`config.mk`:
```
export PLATFORM = sky130hd
export DESIGN_NAME = fraction_decimal_expansion_top
export DESIGN_NICKNAME = d
export VERILOG_FILES = /design/src/fde_pkg.sv /design/src/fde_div.sv /design/src/fraction_decimal_expansion_top.sv
export SDC_FILE = /design/constraint.sdc
export NUM_CORES = 1
export LEC_CHECK = 0
export BUFFER_PORTS_ARGS = -buffer_cell sky130_fd_sc_hd__buf_2
export CORE_MARGIN = 1.5
export CORE_UTILIZATION = 57
export CTS_CLUSTER_SIZE = 12
export DETAILED_ROUTE_END_ITERATION = 8
export GPL_TIMING_DRIVEN = 0
export PLACE_DENSITY_LB_ADDON = 0.2
export SYNTH_ARGS = -nofsm -noshare
export SYNTH_HDL_FRONTEND = slang
export SYNTH_SLANG_ARGS = --single-unit
```
`constraint.sdc`:
```
create_clock -name clk -period 3.4 [get_ports clk]
set_clock_uncertainty 0.05 [all_clocks]
set_input_delay 0.17 -clock clk [delete_from_list [all_inputs] [get_ports clk]]
set_output_delay 0.17 -clock clk [all_outputs]
set_load 0.02 [all_outputs]
```
`src/fde_pkg.sv`:
```
package fde_pkg;

  localparam int NUM_W     = 6;
  localparam int DEN_W     = 7;
  localparam int DIGIT_W   = 4;
  localparam int POS_W     = 6;
  localparam int REM_W     = 6;
  localparam int REM_N     = 1 << REM_W;
  localparam int PROD_W    = 10;
  localparam int CNT_W     = 7;
  localparam int QUO_W     = 4;
  localparam int STEP_W    = 2;
  localparam int DEN_MAX   = 64;
  localparam int DIGIT_CAP = 64;
  localparam int RADIX     = 10;
  localparam int DATA_W    = 16;
  localparam int USER_W    = 2;

  typedef struct packed {
    logic              start;
    logic [PROD_W-1:0] dividend;
    logic [DEN_W-1:0]  divisor;
  } div_req_t;

  typedef struct packed {
    logic [QUO_W-1:0] quo;
    logic [REM_W-1:0] rem;
  } div_res_t;

endpackage

```
`src/fde_div.sv`:
```
module fde_div (
  input  logic               clk,
  input  logic               rst,
  input  fde_pkg::div_req_t  req,
  output fde_pkg::div_res_t  res,
  output logic               done
);

  logic                         busy;
  logic [fde_pkg::STEP_W-1:0]   step;
  logic [fde_pkg::PROD_W-1:0]   part;
  logic [fde_pkg::QUO_W-1:0]    quo;
  logic [fde_pkg::DEN_W-1:0]    divisor;
  logic [fde_pkg::PROD_W:0]     shifted;
  logic                         fits;

  // Restoring division, one quotient bit per cycle, most significant bit first.
  assign shifted = {{(fde_pkg::PROD_W + 1 - fde_pkg::DEN_W){1'b0}}, divisor} << step;
  assign fits    = {1'b0, part} >= shifted;

  always_ff @(posedge clk) begin
    if (rst) begin
      busy <= 1'b0;
      done <= 1'b0;
    end else begin
      done <= 1'b0;
      if (req.start) begin
        busy    <= 1'b1;
        step    <= fde_pkg::STEP_W'(fde_pkg::QUO_W - 1);
        part    <= req.dividend;
        divisor <= req.divisor;
      end else if (busy) begin
        if (fits) begin
          part <= part - shifted[fde_pkg::PROD_W-1:0];
        end
        quo[step] <= fits;
        step      <= step - 1'b1;
        if (step == '0) begin
          busy <= 1'b0;
          done <= 1'b1;
        end
      end
    end
  end

  assign res.quo = quo;
  assign res.rem = part[fde_pkg::REM_W-1:0];

endmodule

```
`src/fraction_decimal_expansion_top.sv`:
```
// Decimal expansion of a proper fraction by long division.
// Input channel s_*: one item carries a numerator and a denominator. The block
// then finds the digits after the decimal point, stopping when the remainder
// reaches zero or when a remainder shows up a second time.
// Output channel m_*: one item per digit, in order, with its position, a flag
// for digits inside the recurring cycle, and tlast on the final digit. A zero
// denominator, a denominator above 64 or a numerator not below the denominator
// gives a single item with the status flag set and tlast high.
// Sequencing: for each digit the sequencer does a remainder lookup, a run of the
// bit-serial divider and a retire step; then each digit is emitted: digit
// memory read, then the output register. A fraction has at most 64 digits.
// s_tready is high only while the block is idle; one fraction is in work at a
// time. A stalled receiver simply holds the current output item.
// Reset is synchronous and returns the block to idle with no output pending;
// the remainder table needs no clearing pass since its valid bits are cleared
// together when each fraction is accepted.
module fraction_decimal_expansion_top (
  input  logic                        clk,
  input  logic                        rst,
  input  logic                        s_tvalid,
  output logic                        s_tready,
  // [5:0] numerator, [12:6] denominator, [15:13] zero
  input  logic [fde_pkg::DATA_W-1:0]  s_tdata,
  output logic                        m_tvalid,
  input  logic                        m_tready,
  // [3:0] digit, [9:4] position, [15:10] zero
  output logic [fde_pkg::DATA_W-1:0]  m_tdata,
  output logic                        m_tlast,
  // [0] repeating, [1] status
  output logic [fde_pkg::USER_W-1:0]  m_tuser
);

  localparam logic [2:0] S_IDLE = 3'd0;
  localparam logic [2:0] S_LOOK = 3'd1;
  localparam logic [2:0] S_RING = 3'd2;
  localparam logic [2:0] S_DIV  = 3'd3;
  localparam logic [2:0] S_RD   = 3'd4;
  localparam logic [2:0] S_SEND = 3'd5;

  logic [2:0]                    state;
  logic [fde_pkg::NUM_W-1:0]     in_num;
  logic [fde_pkg::DEN_W-1:0]     in_den;
  logic                          in_bad;
  logic [fde_pkg::DEN_W-1:0]     den;
  logic [fde_pkg::REM_W-1:0]     rem;
  logic [fde_pkg::CNT_W-1:0]     count;
  logic [fde_pkg::POS_W-1:0]     cyc_start;
  logic                          ring;
  logic                          err;
  logic [fde_pkg::POS_W-1:0]     idx;
  logic [fde_pkg::REM_N-1:0]     seen_vld;
  logic [fde_pkg::POS_W-1:0]     seen_mem [fde_pkg::REM_N];
  logic [fde_pkg::POS_W-1:0]     seen_rd;
  logic [fde_pkg::DIGIT_W-1:0]   digit_mem [fde_pkg::DIGIT_CAP];
  logic [fde_pkg::DIGIT_W-1:0]   digit_rd;
  logic                          out_rep;
  logic                          out_last;
  logic                          s_fire;
  logic                          m_fire;
  logic                          look_go;
  fde_pkg::div_req_t             div_req;
  fde_pkg::div_res_t             div_res;
  logic                          div_done;

  assign in_num = s_tdata[fde_pkg::NUM_W-1:0];
  assign in_den = s_tdata[fde_pkg::NUM_W +: fde_pkg::DEN_W];
  assign in_bad = (in_den == '0) || ({1'b0, in_num} >= in_den)
               || (in_den > fde_pkg::DEN_W'(fde_pkg::DEN_MAX));

  assign s_tready = (state == S_IDLE);
  assign s_fire   = s_tvalid && s_tready;
  assign m_tvalid = (state == S_SEND);
  assign m_fire   = m_tvalid && m_tready;

  // A new division starts when the digit cap is not reached and the remainder is new.
  assign look_go = (state == S_LOOK) && (count != fde_pkg::CNT_W'(fde_pkg::DIGIT_CAP))
                && !seen_vld[rem];

  assign div_req.start    = look_go;
  assign div_req.dividend = fde_pkg::PROD_W'(rem) * fde_pkg::PROD_W'(fde_pkg::RADIX);
  assign div_req.divisor  = den;

  fde_div u_div (
    .clk  (clk),
    .rst  (rst),
    .req  (div_req),
    .res  (div_res),
    .done (div_done)
  );

  always_ff @(posedge clk) begin
    seen_rd <= seen_mem[rem];
    if (look_go) begin
      seen_mem[rem] <= count[fde_pkg::POS_W-1:0];
    end
  end

  always_ff @(posedge clk) begin
    digit_rd <= digit_mem[idx];
    if (state == S_DIV && div_done) begin
      digit_mem[count[fde_pkg::POS_W-1:0]] <= div_res.quo;
    end
  end

  always_ff @(posedge clk) begin
    if (rst) begin
      state    <= S_IDLE;
      seen_vld <= '0;
    end else begin
      unique case (state)
        S_IDLE: begin
          if (s_fire) begin
            den       <= in_den;
            rem       <= in_num;
            count     <= '0;
            idx       <= '0;
            ring      <= 1'b0;
            cyc_start <= '0;
            seen_vld  <= '0;
            err       <= in_bad;
            if (in_bad) begin
              out_rep  <= 1'b0;
              out_last <= 1'b1;
              state    <= S_SEND;
            end else begin
              state <= S_LOOK;
            end
          end
        end
        S_LOOK: begin
          if (count == fde_pkg::CNT_W'(fde_pkg::DIGIT_CAP)) begin
            state <= S_RD;
          end else if (seen_vld[rem]) begin
            state <= S_RING;
          end else begin
            seen_vld[rem] <= 1'b1;
            state         <= S_DIV;
          end
        end
        S_RING: begin
          ring      <= 1'b1;
          cyc_start <= seen_rd;
          state     <= S_RD;
        end
        S_DIV: begin
          if (div_done) begin
            rem   <= div_res.rem;
            count <= count + 1'b1;
            state <= (div_res.rem == '0) ? S_RD : S_LOOK;
          end
        end
        S_RD: begin
          out_rep  <= ring && (idx >= cyc_start);
          out_last <= (fde_pkg::CNT_W'(idx) + 1'b1) == count;
          state    <= S_SEND;
        end
        S_SEND: begin
          if (m_fire) begin
            if (out_last) begin
              state <= S_IDLE;
            end else begin
              idx   <= idx + 1'b1;
              state <= S_RD;
            end
          end
        end
        default: begin
          state <= S_IDLE;
        end
      endcase
    end
  end

  assign m_tdata = {{(fde_pkg::DATA_W - fde_pkg::DIGIT_W - fde_pkg::POS_W){1'b0}},
                    idx, err ? {fde_pkg::DIGIT_W{1'b0}} : digit_rd};
  assign m_tlast = out_last;
  assign m_tuser = {err, out_rep};

  a_no_overlap: assert property (@(posedge clk) disable iff (rst)
    !(s_tready && m_tvalid))
    else $error("input accepted while a result is pending");

  a_err_single: assert property (@(posedge clk) disable iff (rst)
    (m_tvalid && m_tuser[1]) |-> (m_tlast && !m_tuser[0] && m_tdata == '0))
    else $error("error result not a single cleared last item");

  a_digit_range: assert property (@(posedge clk) disable iff (rst)
    m_tvalid |-> (m_tdata[fde_pkg::DIGIT_W-1:0] <= fde_pkg::DIGIT_W'(9)))
    else $error("digit out of decimal range");

  a_back_to_idle: assert property (@(posedge clk) disable iff (rst)
    (m_fire && m_tlast) |=> s_tready)
    else $error("block not idle after final item");

endmodule
```
# Word-level counts from Yosys, hierarchy flattened

Memory sizes are Yosys's and may differ from the RTL's. A register that Yosys moved wholly into a read port is not among the register bits.
Index checks and enable logic that the tools add are counted.

Memories kept: 2
Input port bits: 20
ROM bits: 0
Latch bits: 0
Logic and storage cells: 140
Output and inout port bits: 21
Register bits: 128
Bits in writable memories: 640

Memories:

| memory    | words | width | read ports | clocked after Yosys merged registers in | wr ports | line                                 | text |
|---|---|---|---|---|---|---|---|
| seen_mem  | 64    | 6     | 1          | 1                                       | 1        | fraction_decimal_expansion_top.sv:52 | `logic [fde_pkg::POS_W-1:0] seen_mem [fde_pkg::REM_N];` |
| digit_mem | 64    | 4     | 1          | 1                                       | 1        | fraction_decimal_expansion_top.sv:54 | `logic [fde_pkg::DIGIT_W-1:0] digit_mem [fde_pkg::DIGIT_CAP];` |

Reductions and logical operators: 34
Muxes and demuxes: 52
$add $sub $neg: 5
Shift operators: 1
Div/mod/pow operators: 0
Equality and inequality tests: 15
Bitwise operators: 4
Magnitude comparators: 8
Multipliers: 1

Operators with widths:

| cell                                                                | number |
|---|---|
| 64-bit two-way mux                                                  | 3 |
| 64-bit one-hot mux with 2 select lines                              | 1 |
| 64-bit OR                                                           | 1 |
| 6-bit one-hot mux with 2 select lines                               | 3 |
| 10-bit two-way mux                                                  | 3 |
| 6-bit two-way mux                                                   | 5 |
| 3-bit two-way mux                                                   | 7 |
| 3-bit one-hot mux with 6 select lines                               | 1 |
| 1-bit two-way mux                                                   | 17 |
| 3-bit AND reduction                                                 | 5 |
| 7-bit two-way mux                                                   | 2 |
| 7-bit one-hot mux with 2 select lines                               | 1 |
| 2-bit nonzero test                                                  | 7 |
| 4-bit AND reduction                                                 | 3 |
| 10-bit by 11-bit greater-or-equal comparator with 1-bit output      | 1 |
| 7-bit by 2-bit left shift with 11-bit output                        | 1 |
| 10-bit subtractor                                                   | 1 |
| 6-bit by 3-bit multiplier with 9-bit output (second input constant) | 1 |
| 1-bit logical AND                                                   | 8 |
| 2-bit by 1-bit != test with 1-bit output (second input constant)    | 4 |
| 6-bit by 1-bit adder with 7-bit output (second input constant)      | 1 |
| 7-bit by 1-bit adder with 7-bit output (second input constant)      | 1 |
| 7-bit equality test                                                 | 1 |
| 7-bit equality test (second input constant)                         | 1 |
| other kinds (31)                                                    | 41 |

# Logic depth before layout (Yosys ltp)

Depth in word-level cells: 8
Gate-level depth with buffers: 12
Depth with buffers taken out: 11

# Modules after synthesis

A second synthesis with hierarchy kept.

Cells, all modules: 1962
Area, all modules: 32402.3 µm²

By module, submodules not included:

| module                         | times used | area each (µm²) | seq. area each (µm²) | cells an instance |
|---|---|---|---|---|
| fraction_decimal_expansion_top | 1          | 30758.2         | 21840.9              | 1797 |
| fde_div                        | 1          | 1644.1          | 730.7                | 165 |

# Worst setup path before layout

OpenSTA, ideal clock, no wires.

Kind: register to register
Start: register count[0] (netlist bit)
End: register u_div.part[0] (netlist bit) (enable)
Path buffers: 3
Setup time: 380 ps
Slack: -346 ps
Clock period less this slack: 3746 ps
Cell stages (with the launch flop): 11
Arrival: 3316 ps
Data required time: 2970 ps
Cell sequence: edfxtp_1 > clkbuf_1 > inv_1 > ha_1 > nand4b_1 > o211ai_1 > nor3_2 > nand4_4 > buf_6 > buf_4 > a21oi_1

Cells in the longest elaborated chain, start to end: 5
Elaborated cells between the ends (all ways): 6
Those cells by class: eq/ne (1); reduce/logical (5)

Ends and longest elaborated chain:

| item                                     | line                                  | text |
|---|---|---|
| start, declared                          | fraction_decimal_expansion_top.sv:46  | `logic [fde_pkg::CNT_W-1:0] count;` |
| start signal, assigned                   | fraction_decimal_expansion_top.sv:148 | `count <= count + 1'b1;` |
| 7-bit != test (*)                        | fraction_decimal_expansion_top.sv:76  | `assign look_go = (state == S_LOOK) && (count != fde_pkg::CNT_W'(fde_pkg::DIGIT_CAP))` |
| 1-bit logical AND (*)                    | fraction_decimal_expansion_top.sv:76  |  |
| 1-bit logical AND (*)                    | fraction_decimal_expansion_top.sv:77  | `&& !seen_vld[rem];` |
| 2-bit nonzero test (no source line)      | --                                    |  |
| 3-bit AND reduction (no source line) (*) | --                                    |  |
| end signal, assigned                     | fde_div.sv:30                         | `part <= req.dividend;` |
| end signal, assigned                     | fde_div.sv:34                         | `part <= part - shifted[fde_pkg::PROD_W-1:0];` |
| end, declared                            | fde_div.sv:11                         | `logic [fde_pkg::PROD_W-1:0] part;` |

Mark *: on every way between the ends. The rest lies on a longest branch, timed or not.
A chain may end at the register's enable or synchronous reset.

==> flow_summary.yaml <==
run_status:
  status: "finished, violations left"
  violations: "negative setup slack"
die:
  ioPinCount: 41
  core_mm2: 0.0554
  dieArea_mm2: 0.0577
  initial_utilization_pct: 57.9
  fp.dieH_um: 240
  placementRows: 86
  die_w_um: 240
critical_path:
  cp.arrival_ns: 4.02
  crit_fanout: 10
  path_buf_inv: 3
  start_kind: "flop"
  end_kind: "flop"
  crit_chain: "buf_8 -> buf_4 -> nor2_1 -> clkbuf_2 -> a221oi_1 -> nor2_1 -> a221oi_1 -> o22ai_1 -> or4_1"
  worst_path_max_delay_cell: "or4_1"
  slowest_delay_ns: 0.59
  crit_type: "reg -> reg"
  worst_ep_required_time_ns: 3.80
  crit_family: "compound AO/OA/AOI/OAI gates"
timing:
  finalMaxSlewViolations: 0
  setup_slack_ns: -0.220
  tightestPinTransition_ns: 1.32
  fmax_mhz: 276
  hold_viol: 0
  fin_crit_sh_pct: 106
  hold-worst-slack_ns: 0.0964
  slew_headroom_pct: 12.2
  period_needed_ns: 3.62
  finalSetupViolations: 99
finish:
  area.growth.synth_to_final_pct: 17.5
  nNetsFinal: 2165
  drive_gt1_share_pct: 24.7
  fin_util_pct: 68.0
  post-route-cell-area_mm2: 0.0377
  stdcell_count: 2915
synthesis:
  synth_area_leaders: "edfxtp_1 65%, mux4_2 8.7%, dfxtp_1 4.9%"
  ys_seq_area_share_pct: 70.4
  synth_edf_count: 699
  synth_cell_types: 63
  yosysMostFrequentCell: "edfxtp_1"
  syn_area_per_cell_um2: 16.9
  synthCells: 1901
  yosys_warnings: 0
  ys.flop_type: "edfxtp_1"
  netlist_area_mm2: 0.0321
  netlist_top_cells_count: "699 x edfxtp_1, 134 x nor2_1, 124 x mux4_2"
  synth_top_area_share_pct: 65.4
  yosys.area.top_type: "edfxtp_1"
  synth-seq-cells: 778
  synthArstFlopShare_pct: 0
pwr:
  p_switching_w: 0.00587
  power_leakage_nw: 13.0
  swShare_pct: 26.1
  power_frac_clock_pct: 36.5
  combPwrFrac_pct: 15.5
  intPower_w: 0.0166
  pwr-share-seq_pct: 48.1
  p_total_w: 0.0225
  peakVddDrop_v: 0.000370
  power_density_mw_per_mm2: 597
routing:
  vias: 19546
  routed_via_density: 6.71
  wl_per_cell_um: 30.9
  dr.pass1.iters: 6
  drt_wl_total_mm: 90.2
  first_iter_violations: 2765
  drc_errors: 0
  antenna_left: 0
clocking:
  cts_buffers: 79
  clkLatencyLatePin_ns: 0.63
  cts_max_level: 3
  clockRootBuffer: "clkbuf_16"
  clk_path_buf_depth: 3
  cts.clk_slew.worst_paths_ns: 0.06
  cts_sinks: 778
  tritoncts: "done"
grt:
  antenna_found_initial: 5
  grt_pass1_vias: 19153
  grt-ovfl-total: 0
  grt_pass1_wl_mm: 130
  groute.usage.overall_pct: 31.9
  grt_max_degree: 33
place:
  placed_area_mm2: 0.0338
  dp_hpwl_mm: 59.2
  finalWeightedCongestion: 0.985
  port_buffers: 31
  placedCellCount: 2706
flow_run:
  cap_viol_max_count: 0
min_path:
  worstHoldPathType: "in -> reg"
## repair_timing
action | 4_1_cts | 5_1_grt
resized for setup | 125 | 32
pin swaps | 27 | 4
hold endpoints to repair | 17 | 0
setup buffers | 36 | 14
gates cloned | 1 | 1
hold buffers | 15 | 0
setup endpoints to repair | 493 | 464
## worst register-to-register path, stage by stage, from the launching register on
cell	delay, ns
edfxtp_1	0.51
buf_8	0.22
buf_4	0.25
nor2_1	0.18
clkbuf_2	0.35
a221oi_1	0.38
nor2_1	0.08
a221oi_1	0.50
o22ai_1	0.34
or4_1	0.60
## flip-flops by register name, indices dropped and copies added (netlist names), 2 cells and up
signal	cells
seen_mem	384
digit_mem	256
seen_vld	64
u_div.part	10
count	7
den	7
u_div.divisor	7
cyc_start	6
idx	6
rem	6
seen_rd	6
digit_rd	4
u_div.quo	4
state	3
u_div.step	2
## per-layer routing
| metal | global-route usage, % | up-vias | wire [um] |
|---|---|---|---|
| met2 | 47.5 | 1425 | 40600 |
| met3 | 9.36 | 259 | 11800 |
| met1 | 44.0 | 9859 | 33500 |
| met5 | 0 | - | 39 |
| met4 | 13.6 | 6 | 4280 |
| li1 | - | 7997 | - |
## logic make-up after synthesis
| family | after synthesis | share of synthesized area (%) |
|---|---|---|
| buffers and inverters | 160 | 2.42 |
| adder cells (fa/ha/maj) | 39 | 1.57 |
| XOR/XNOR | 24 | 0.655 |
| flip-flops | 778 | 70.4 |
| other | 1 | 0.0117 |
| AO/OA/AOI/OAI | 314 | 6.95 |
| multiplexers | 204 | 11.3 |
| AND/OR/NAND/NOR | 381 | 6.71 |
## layout make-up
type | instances | area, um^2
clock inverters | 11 | 101
fillers | 3556 | 17700
multi-input cells | 969 | 9310
repair buffers | 120 | 1560
diodes | 1 | 2.50
inverters | 31 | 116
flip-flops and latches | 778 | 22600
clock buffers | 130 | 2310
plain buffers | 127 | 790
well taps | 748 | 936
## through the flow
step / TNS (ns) / setup slack, ns
CTS: 0 / 0.00117
global route: -0.211 / -0.132
detailed placement: -255.44 / -1.14
global placement: -838.63 / -1.62
finish: -1.47 / -0.220
floorplan: 0 / 0.0390
## power groups by stage
stage / registers, W / clock network [W] / logic, W
global route: 0.0108 / 0.00858 / 0.00365
finish: 0.0108 / 0.00821 / 0.00348
detailed placement: 0.0110 / 0 / 0.00304
floorplan: 0.0110 / 0 / 0.00190
global placement: 0.0111 / 0 / 0.00277
CTS: 0.0108 / 0.00823 / 0.00328
## cell usage in the layout, fill, tap and decap left out, types with 8 or more instances in the layout
cell type and instances:
a21o_1 10, a21oi_1 56, a221oi_1 48, a22oi_1 35, and2_1 9, and3_1 11
buf_1 10, buf_12 26, buf_16 19, buf_2 45, buf_4 51, buf_6 14
clkbuf_1 88, clkbuf_16 84, clkbuf_2 9, dfxtp_1 79, dlygate4sd3_1 15, edfxtp_1 699
ha_1 37, inv_1 29, mux2_2 33, mux2i_1 44, mux4_2 124, nand2_1 57
nand2_2 8, nand2b_1 11, nand3_1 17, nor2_1 129, nor2b_1 15, nor3_4 65
o21a_1 67, o21ai_0 27, o22ai_1 22, or3_1 12, xnor2_1 13, xor2_1 11
## worst paths after layout
check,startpoint,to,slack [ns],cells after the start
worst max-delay path,rem[1]$_DFFE_PP_,seen_rd[2]$_DFF_P_,-0.22,9
worst min-delay path,s_tvalid,state[2]$_SDFFE_PP0P_,0.1,4
worst max register to register,rem[1]$_DFFE_PP_,seen_rd[2]$_DFF_P_,-0.22,9
worst min register to register,den[2]$_DFFE_PP_,u_div.divisor[2]$_DFFE_PP_,0.38,0
(Power assumes the default switching activity.)
